[config.mk]
export PLATFORM = sky130hd
export DESIGN_NAME = ipi_geom
export DESIGN_NICKNAME = d
export VERILOG_FILES = /design/src/hdl/image_palette_indexer_unit_macros.svh /design/src/hdl/ipi_pkg.sv /design/src/hdl/ipi_geom.sv
export SDC_FILE = /design/constraint.sdc
export NUM_CORES = 1
export LEC_CHECK = 0
export BUFFER_PORTS_ARGS = -buffer_cell sky130_fd_sc_hd__buf_4
export CELL_PAD_IN_SITES_DETAIL_PLACEMENT = 1
export CELL_PAD_IN_SITES_GLOBAL_PLACEMENT = 1
export CORE_MARGIN = 1.5
export CORE_UTILIZATION = 47
export DETAILED_ROUTE_END_ITERATION = 10
export PLACE_DENSITY_LB_ADDON = 0.1
export SKIP_LAST_GASP = 1
export SYNTH_ARGS = -nofsm -noshare
export SYNTH_HDL_FRONTEND = slang
export SYNTH_SLANG_ARGS = --single-unit
[constraint.sdc]
create_clock -name clock -period 9.2 [get_ports clock]
set_clock_uncertainty 0.15 [all_clocks]
set_input_delay 0.46 -clock clock [delete_from_list [all_inputs] [get_ports clock]]
set_output_delay 0.46 -clock clock [all_outputs]
set_load 0.01 [all_outputs]
[src/hdl/image_palette_indexer_unit_macros.svh]
// Assertion macros used by the palette indexer RTL
`ifndef IMAGE_PALETTE_INDEXER_UNIT_MACROS_SVH
`define IMAGE_PALETTE_INDEXER_UNIT_MACROS_SVH

// same-cycle implication, held off during reset
`define IPI_ASSERT_NOW(label, clk, rst, ante, cons, msg) \
   label: assert property (@(posedge clk) disable iff (rst) (ante) |-> (cons)) \
      else $error(msg);

// next-cycle implication, held off during reset
`define IPI_ASSERT_NEXT(label, clk, rst, ante, cons, msg) \
   label: assert property (@(posedge clk) disable iff (rst) (ante) |=> (cons)) \
      else $error(msg);

`endif

[src/hdl/ipi_pkg.sv]
// Types and constants of the palette indexer
`default_nettype none
package ipi_pkg;
   localparam int CNT_W  = 9;
   localparam int BPP_W  = 3;
   localparam int DIM_W  = 9;
   localparam int PIX_W  = 32;
   localparam int CSR_IW = 2;

   localparam logic [1:0] KIND_PAL  = 2'd0;
   localparam logic [1:0] KIND_IDX  = 2'd1;
   localparam logic [1:0] KIND_RAW  = 2'd2;
   localparam logic [1:0] KIND_NONE = 2'd3;

   localparam logic CMD_LOAD = 1'b0;
   localparam logic CMD_PULL = 1'b1;

   localparam logic [CSR_IW-1:0] REG_BPP    = 2'd0;
   localparam logic [CSR_IW-1:0] REG_WIDTH  = 2'd1;
   localparam logic [CSR_IW-1:0] REG_HEIGHT = 2'd2;

   typedef enum logic [1:0] {
      PH_LOADING,
      PH_EMITTING
   } phase_type;

   typedef enum logic [3:0] {
      ST_IDLE,
      ST_SRCH,
      ST_SRCH_CMP,
      ST_SHIFT,
      ST_SHIFT_WR,
      ST_LD_FIN,
      ST_PL_COL,
      ST_PL_PIX,
      ST_RESP
   } state_type;

   typedef struct packed {
      logic [BPP_W-1:0] bpp;
      logic [PIX_W-1:0] pix_mask;
   } geom_type;
endpackage
`default_nettype wire

[src/hdl/ipi_geom.sv]
// Configuration registers and derived image geometry
`default_nettype none
module ipi_geom #(
   parameter int MAX_PIXELS = 65536
) (
   input  wire logic                       clock,
   input  wire logic                       reset,
   input  wire logic                       csr_we,
   input  wire logic [ipi_pkg::CSR_IW-1:0] csr_index,
   input  wire logic [ipi_pkg::DIM_W-1:0]  csr_wdata,
   output ipi_pkg::geom_type               geom,
   output logic [$clog2(MAX_PIXELS+1)-1:0] npix
);
   localparam int NPIX_W = $clog2(MAX_PIXELS + 1);
   localparam int PROD_W = 2 * ipi_pkg::DIM_W;
   localparam int CMP_W  = ((NPIX_W > PROD_W) ? NPIX_W : PROD_W) + 1;

   logic [ipi_pkg::BPP_W-1:0] bpp_ff;
   logic [ipi_pkg::DIM_W-1:0] width_ff;
   logic [ipi_pkg::DIM_W-1:0] height_ff;
   logic [ipi_pkg::DIM_W-1:0] w_eff, h_eff;
   logic [PROD_W-1:0]         prod;

   always_ff @(posedge clock) begin
      if (reset) begin
         bpp_ff    <= ipi_pkg::BPP_W'(4);
         width_ff  <= ipi_pkg::DIM_W'(256);
         height_ff <= ipi_pkg::DIM_W'(256);
      end else if (csr_we) begin
         case (csr_index)
            ipi_pkg::REG_BPP:    bpp_ff    <= csr_wdata[ipi_pkg::BPP_W-1:0];
            ipi_pkg::REG_WIDTH:  width_ff  <= csr_wdata;
            ipi_pkg::REG_HEIGHT: height_ff <= csr_wdata;
            default: ;
         endcase
      end
   end

   function automatic logic [ipi_pkg::DIM_W-1:0] clamp_dim(logic [ipi_pkg::DIM_W-1:0] d);
      logic [ipi_pkg::DIM_W-1:0] r;
      r = d;
      if (d == '0) r = ipi_pkg::DIM_W'(1);
      else if (d > ipi_pkg::DIM_W'(256)) r = ipi_pkg::DIM_W'(256);
      return r;
   endfunction

   always_comb begin
      w_eff = clamp_dim(width_ff);
      h_eff = clamp_dim(height_ff);
      prod  = PROD_W'(w_eff) * PROD_W'(h_eff);
      if (CMP_W'(prod) > CMP_W'(MAX_PIXELS)) npix = NPIX_W'(MAX_PIXELS);
      else npix = NPIX_W'(prod);

      case (bpp_ff)
         3'd0, 3'd1: begin
            geom.bpp      = 3'd1;
            geom.pix_mask = 32'h0000_00FF;
         end
         3'd2: begin
            geom.bpp      = 3'd2;
            geom.pix_mask = 32'h0000_FFFF;
         end
         3'd3: begin
            geom.bpp      = 3'd3;
            geom.pix_mask = 32'h00FF_FFFF;
         end
         default: begin
            geom.bpp      = 3'd4;
            geom.pix_mask = 32'hFFFF_FFFF;
         end
      endcase
   end
endmodule
`default_nettype wire

# Word level (Yosys, flattened, before mapping)
# Cells that the tools add are included.
# classes
mul	1
order_cmp	3
n_eq_ne	5
muxes	6
n_reduce_logical	8
# op_table
operator	count
$pmux W35 S3	1
$mux W9	4
$gt A18 B17 Y1 const B	1
$gt A9 B9 Y1 const B	2
$logic_not A9 Y1	2
$mul A9 B9 Y18	1
$mux W17	1
$eq A3 B2 Y1 const B	2
$reduce_and A2 Y1	3
$eq A3 B1 Y1 const B	1
$logic_not A3 Y1	1
$eq A2 B1 Y1 const B	1
$eq A2 B2 Y1 const B	1
$logic_not A2 Y1	1
$reduce_or A2 Y1	1
# totals
ff_bits	21
input_bits	14
out_inout_bits	52

# Logic depth before layout (Yosys ltp)
# logic_depth
depth_word	6
depth_mapped	21
mapped_depth_nobuf	20

# Least setup slack after synthesis
# OpenSTA, ideal clock, no wires.
# synth_timing
path_kind	register to output
startpoint	register width_ff[4] (netlist bit)
endpoint	output port npix[0]
t_arrival_ns	5.529
slack_ns	3.061
path_stages_with_launch	20
path_cell_list	dfxtp_1 -> or4_1 -> o22ai_2 -> nand2_1 -> fa_1 -> fa_1 -> inv_1 -> fa_1 -> inv_1 -> fa_1 -> inv_1 -> ha_1 -> buf_6 -> a21o_4 -> a31oi_4 -> a21oi_2 -> or3_4 -> a2111oi_4 -> a41oi_4 -> nor3b_2
# synth_via
elab_chain_len	6
elab_cells_between_ends	7
cone_classes	mul (1); order compare (2); mux (3); reduce/logical (1)
# synth_rtl
item	line	text
start: declaration	ipi_geom.sv:19	logic [ipi_pkg::DIM_W-1:0] width_ff;
start signal: assignment	ipi_geom.sv:27	width_ff <= ipi_pkg::DIM_W'(256);
start signal: assignment	ipi_geom.sv:32	ipi_pkg::REG_WIDTH: width_ff <= csr_wdata;
$gt A9 B9 Y1	ipi_geom.sv:43	else if (d > ipi_pkg::DIM_W'(256)) r = ipi_pkg::DIM_W'(256);
$mux W9	ipi_geom.sv:43	
$mux W9 (*)	ipi_geom.sv:42	if (d == '0) r = ipi_pkg::DIM_W'(1);
$mul A9 B9 Y18 (*)	ipi_geom.sv:50	prod = PROD_W'(w_eff) * PROD_W'(h_eff);
$gt A18 B17 Y1	ipi_geom.sv:51	if (CMP_W'(prod) > CMP_W'(MAX_PIXELS)) npix = NPIX_W'(MAX_PIXELS);
$mux W17 (*)	ipi_geom.sv:51	
end: declaration	ipi_geom.sv:12	output logic [$clog2(MAX_PIXELS+1)-1:0] npix
# Mark *: on every way between the ends. The rest lies on a longest branch, timed or not.

# Final worst setup path
# layout_timing
startpoint	register width_ff[8] (netlist bit)
endpoint	output port npix[10]
# The elaborated chain is that of the path after synthesis.

==> implementation parameters <==
Parameter                              Value

Setup path
  Dominant cell type by count on the critical path ... sky130_fd_sc_hd__fa_1
  Worst EP required ... 8590 ps
  Critical Setup Path Class ... reg2out
  Startpoint type of the worst setup path ... register
  Capturing element type of the critical path ... primary output
  Arr. time, crit path ... 6490 ps
  Critical Path Max Stage Delay ... 640 ps
  Depth of the worst register-to-register path ... 1
  Worst path slowest cell ... sky130_fd_sc_hd__o211ai_1
  Cells traversed along the worst timing path ... or4_1 > o22ai_2 > nand2_1 > fa_1 > fa_1 > inv_1 > fa_1 > inv_1 > fa_1 > inv_1 > ha_1 > a21o_4 > a31oi_4 > a21oi_2 > o21a_1 > o211ai_1 > nand2_1 > nor3_1 > buf_4
  Critical path fanouts, max ... 27

Pwr
  Power density cells ... 49.03 nW/um2
  Max VDD drop ... 0.00007468 V
  Leakage power total ... 2.297 nW

Clock network
  Post-cts sizing count ... 0
  Clock buffer depth ... 2
  Post-CTS setup repair buffer count ... 0
  Insertion delay of the later-clocked pin in the worst-skew pair ... 260 ps
  Clock transition time at the flip-flop clock pins of the worst setup and hold paths ... 70 ps
  CTS Root Cell ... sky130_fd_sc_hd__clkbuf_8
  CTS Buf Count ... 3
  CTS H-tree lvls ... 1
  Post-CTS Hold Fix Bufs ... 0
  TritonCTS clock tree ... done
  Clock Sinks ... 21

Die
  Core Region ... 8341 um2
  Total number of placement rows ... 33
  Die ar. ... 9274 um2
  Overall die height ... 96.30 um
  Starting density of the core ... 49.05%
  Total I/O pin count ... 66
  Floorplan die width ... 96.30 um

Global routing
  Wire length of the first global-routing pass ... 16.57 mm
  Maximum number of pins on one net before global-route repair ... 28
  Number of global-route vias before repair ... 3503
  Global-route usage over all layers ... 23.43%
  Gr ovfl total ... 0
  Number of antenna violations at the first check in global routing ... 0

Placed design
  GP Congestion ... 0.8698
  Post-detail-place hpwl ... 8.398 mm
  Total cell area at the placement stage ... 4392 um2
  Port Buffer Count ... 57

Yosys
  Fraction of synthesis flops using an asynchronous set or reset pin ... 0%
  Top cell type's share of synthesized area ... 24.46%
  Post-synth top flop ... sky130_fd_sc_hd__dfxtp_1
  Cells taking the most area after synthesis ... sky130_fd_sc_hd__fa_1, sky130_fd_sc_hd__ha_1, sky130_fd_sc_hd__dfxtp_1, sky130_fd_sc_hd__inv_1, sky130_fd_sc_hd__buf_4
  Post-synthesis instance area ... 4091 um2
  Warnings, synthesis ... 0
  Number of synthesized flops with an enable pin ... 0
  #FFs+latches synth ... 21
  Most common cell in the synthesized netlist ... sky130_fd_sc_hd__inv_1
  Mean area per synthesized cell ... 8.232 um2
  Unique masters post-synth ... 57
  Cells after Synth ... 497
  Most used standard cells in the synthesized netlist ... sky130_fd_sc_hd__inv_1, sky130_fd_sc_hd__nor2_1, sky130_fd_sc_hd__fa_1, sky130_fd_sc_hd__nand2_1, sky130_fd_sc_hd__ha_1
  Register area share after synthesis ... 10.28%
  Cell accounting for the most synthesized area ... sky130_fd_sc_hd__fa_1

Outcome
  Run status ... finished clean

Detailed routing
  Wire length per cell after detailed routing ... 15.75 um
  Detail Route Antenna Nets ... 0
  Total DRC errors in the routed layout ... 0
  Final wirelength ... 9.876 mm
  Starting DRC count in detailed routing ... 124
  Per-cell via count in the routed design ... 5.343
  Vias ... 3350
  Length of the first detailed-routing pass in iterations ... 4

Min path
  Number of cells traversed by the worst hold path ... 2
  Path type of the worst min-delay path ... in2reg

STA
  Final critical path time including I/O delays and setup ... 7099 ps
  RSZ-0062 raised after global routing ... false
  Tcrit/Tclk final ... 77.16%
  Peak clock frequency supported by timing ... 140.9 MHz
  Final count of hold timing violations ... 0
  Max-Slew Margin vs Limit ... 48.48%
  Finish-stage setup viols ... 0
  Final count of pins violating max slew ... 0
  Slew at the pin with the worst max-slew slack ... 769.4 ps
  Setup TNS ... 0 ps

Finish
  Post-route cell area ... 4437 um2
  P&R area growth vs syn ... 8.440%
  Fraction of layout cells with a size suffix above 1 ... 15.90%
  Antenna Diode Count ... 0
  Final Net Count ... 625
  Number of fill cells ... 1060
  Utilization after layout ... 53.20%

Flow run
  Max capacitance violation total ... 0
[flip-flops by register name, summed over array words and instances, names as in the netlist]
name / flops
bpp_ff: 3
height_ff: 9
width_ff: 9
[where the power goes]
part | leakage, nW | switching (mW) | internal, mW
Sequential | 0.171 | 0.00593 | 0.0943
Clock | 0.0228 | 0.0277 | 0.0308
Combinational | 2.10 | 0.0319 | 0.0269
Total | 2.30 | 0.0655 | 0.152
[per-layer routing]
layer	wire, um	global-route usage, %	vias to the layer above
met3	435	3.318	19
met2	4927	40.96	75
met1	4327	30.29	1674
met4	187	5.918	0
li1	-	-	1582
met5	0	0	-
[kinds of logic (layout without fill, tap and decap cells)]
| family | after synthesis | in the layout | synth area share (%) |
|---|---|---|---|
| DFF | 21 | 21 | 10.28 |
| xor gates and xnor gates | 7 | 7 | 1.499 |
| other | 1 | 8 | 0.09166 |
| muxes | 17 | 17 | 4.159 |
| buffers and inverters | 127 | 145 | 14.68 |
| adders and majority gates | 88 | 88 | 36.09 |
| and+or+nand+nor | 192 | 192 | 23.52 |
| AOI/OAI and AO/OA | 44 | 44 | 9.694 |
[path summary, 6_finish.rpt]
check                                start                  endpoint  slack (ps)
hold reg to reg   width_ff[0]$_SDFFE_PP0P_  width_ff[0]$_SDFFE_PP0P_         370
hold / removal                csr_wdata[2]    bpp_ff[2]$_SDFFE_PP1P_         290
setup / recovery  width_ff[8]$_SDFFE_PP1P_                  npix[10]        2100
setup reg to reg  width_ff[8]$_SDFFE_PP1P_  width_ff[8]$_SDFFE_PP1P_        7970
[cells in the final DEF, fill, tap and decap left out, drive strengths merged, types with 3 or more instances in the layout]
master	n
nor3b	4
or3	4
a21oi	10
nand2	51
mux2i	17
nor2	61
and3	5
fa	50
buf	57
o22ai	4
clkbuf	4
nor3	5
a21o	4
nor2b	18
and2	13
nand4	3
ha	38
nand2b	13
inv	84
dfxtp	21
or2	3
or4	4
xor2	5
conb	8
o211ai	3
a21boi	4
a211o	3
[metrics by stage]
| step | std cells | hold WS [ps] | worst slack [ps] | power, mW |
|---|---|---|---|---|
| 5_1_grt | 627 | 281.2 | 1588 | 0.2336 |
| 3_3_place_gp | 623 | 333.2 | 2595 | 0.1589 |
| 2_1_floorplan | 504 | 313.4 | 3061 | 0.1473 |
| 6_report | 627 | 287.5 | 2101 | 0.2175 |
| 4_1_cts | 627 | 280.3 | 2067 | 0.2209 |
| 3_5_place_dp | 623 | 355.2 | 2380 | 0.1610 |
[worst max-delay path: cells and delay by family (launching register included)]
kind | cells | cell delay [ps]
buf+inv | 4 | 310
compound gates | 6 | 1620
flops | 1 | 550
fa+ha+maj | 5 | 2550
simple gates | 4 | 1190
[layout make-up]
class	instances	area, um2	share of cell area (%)
timing repair buffer	57	427.9	9.645
sequential	21	420.4	9.475
clock buffer	4	45.04	1.015
multi-input combinational	356	3097	69.80
tap	105	131.4	2.961
inverter	84	315.3	7.107
Note: power is estimated with default switching activity, not from simulation.
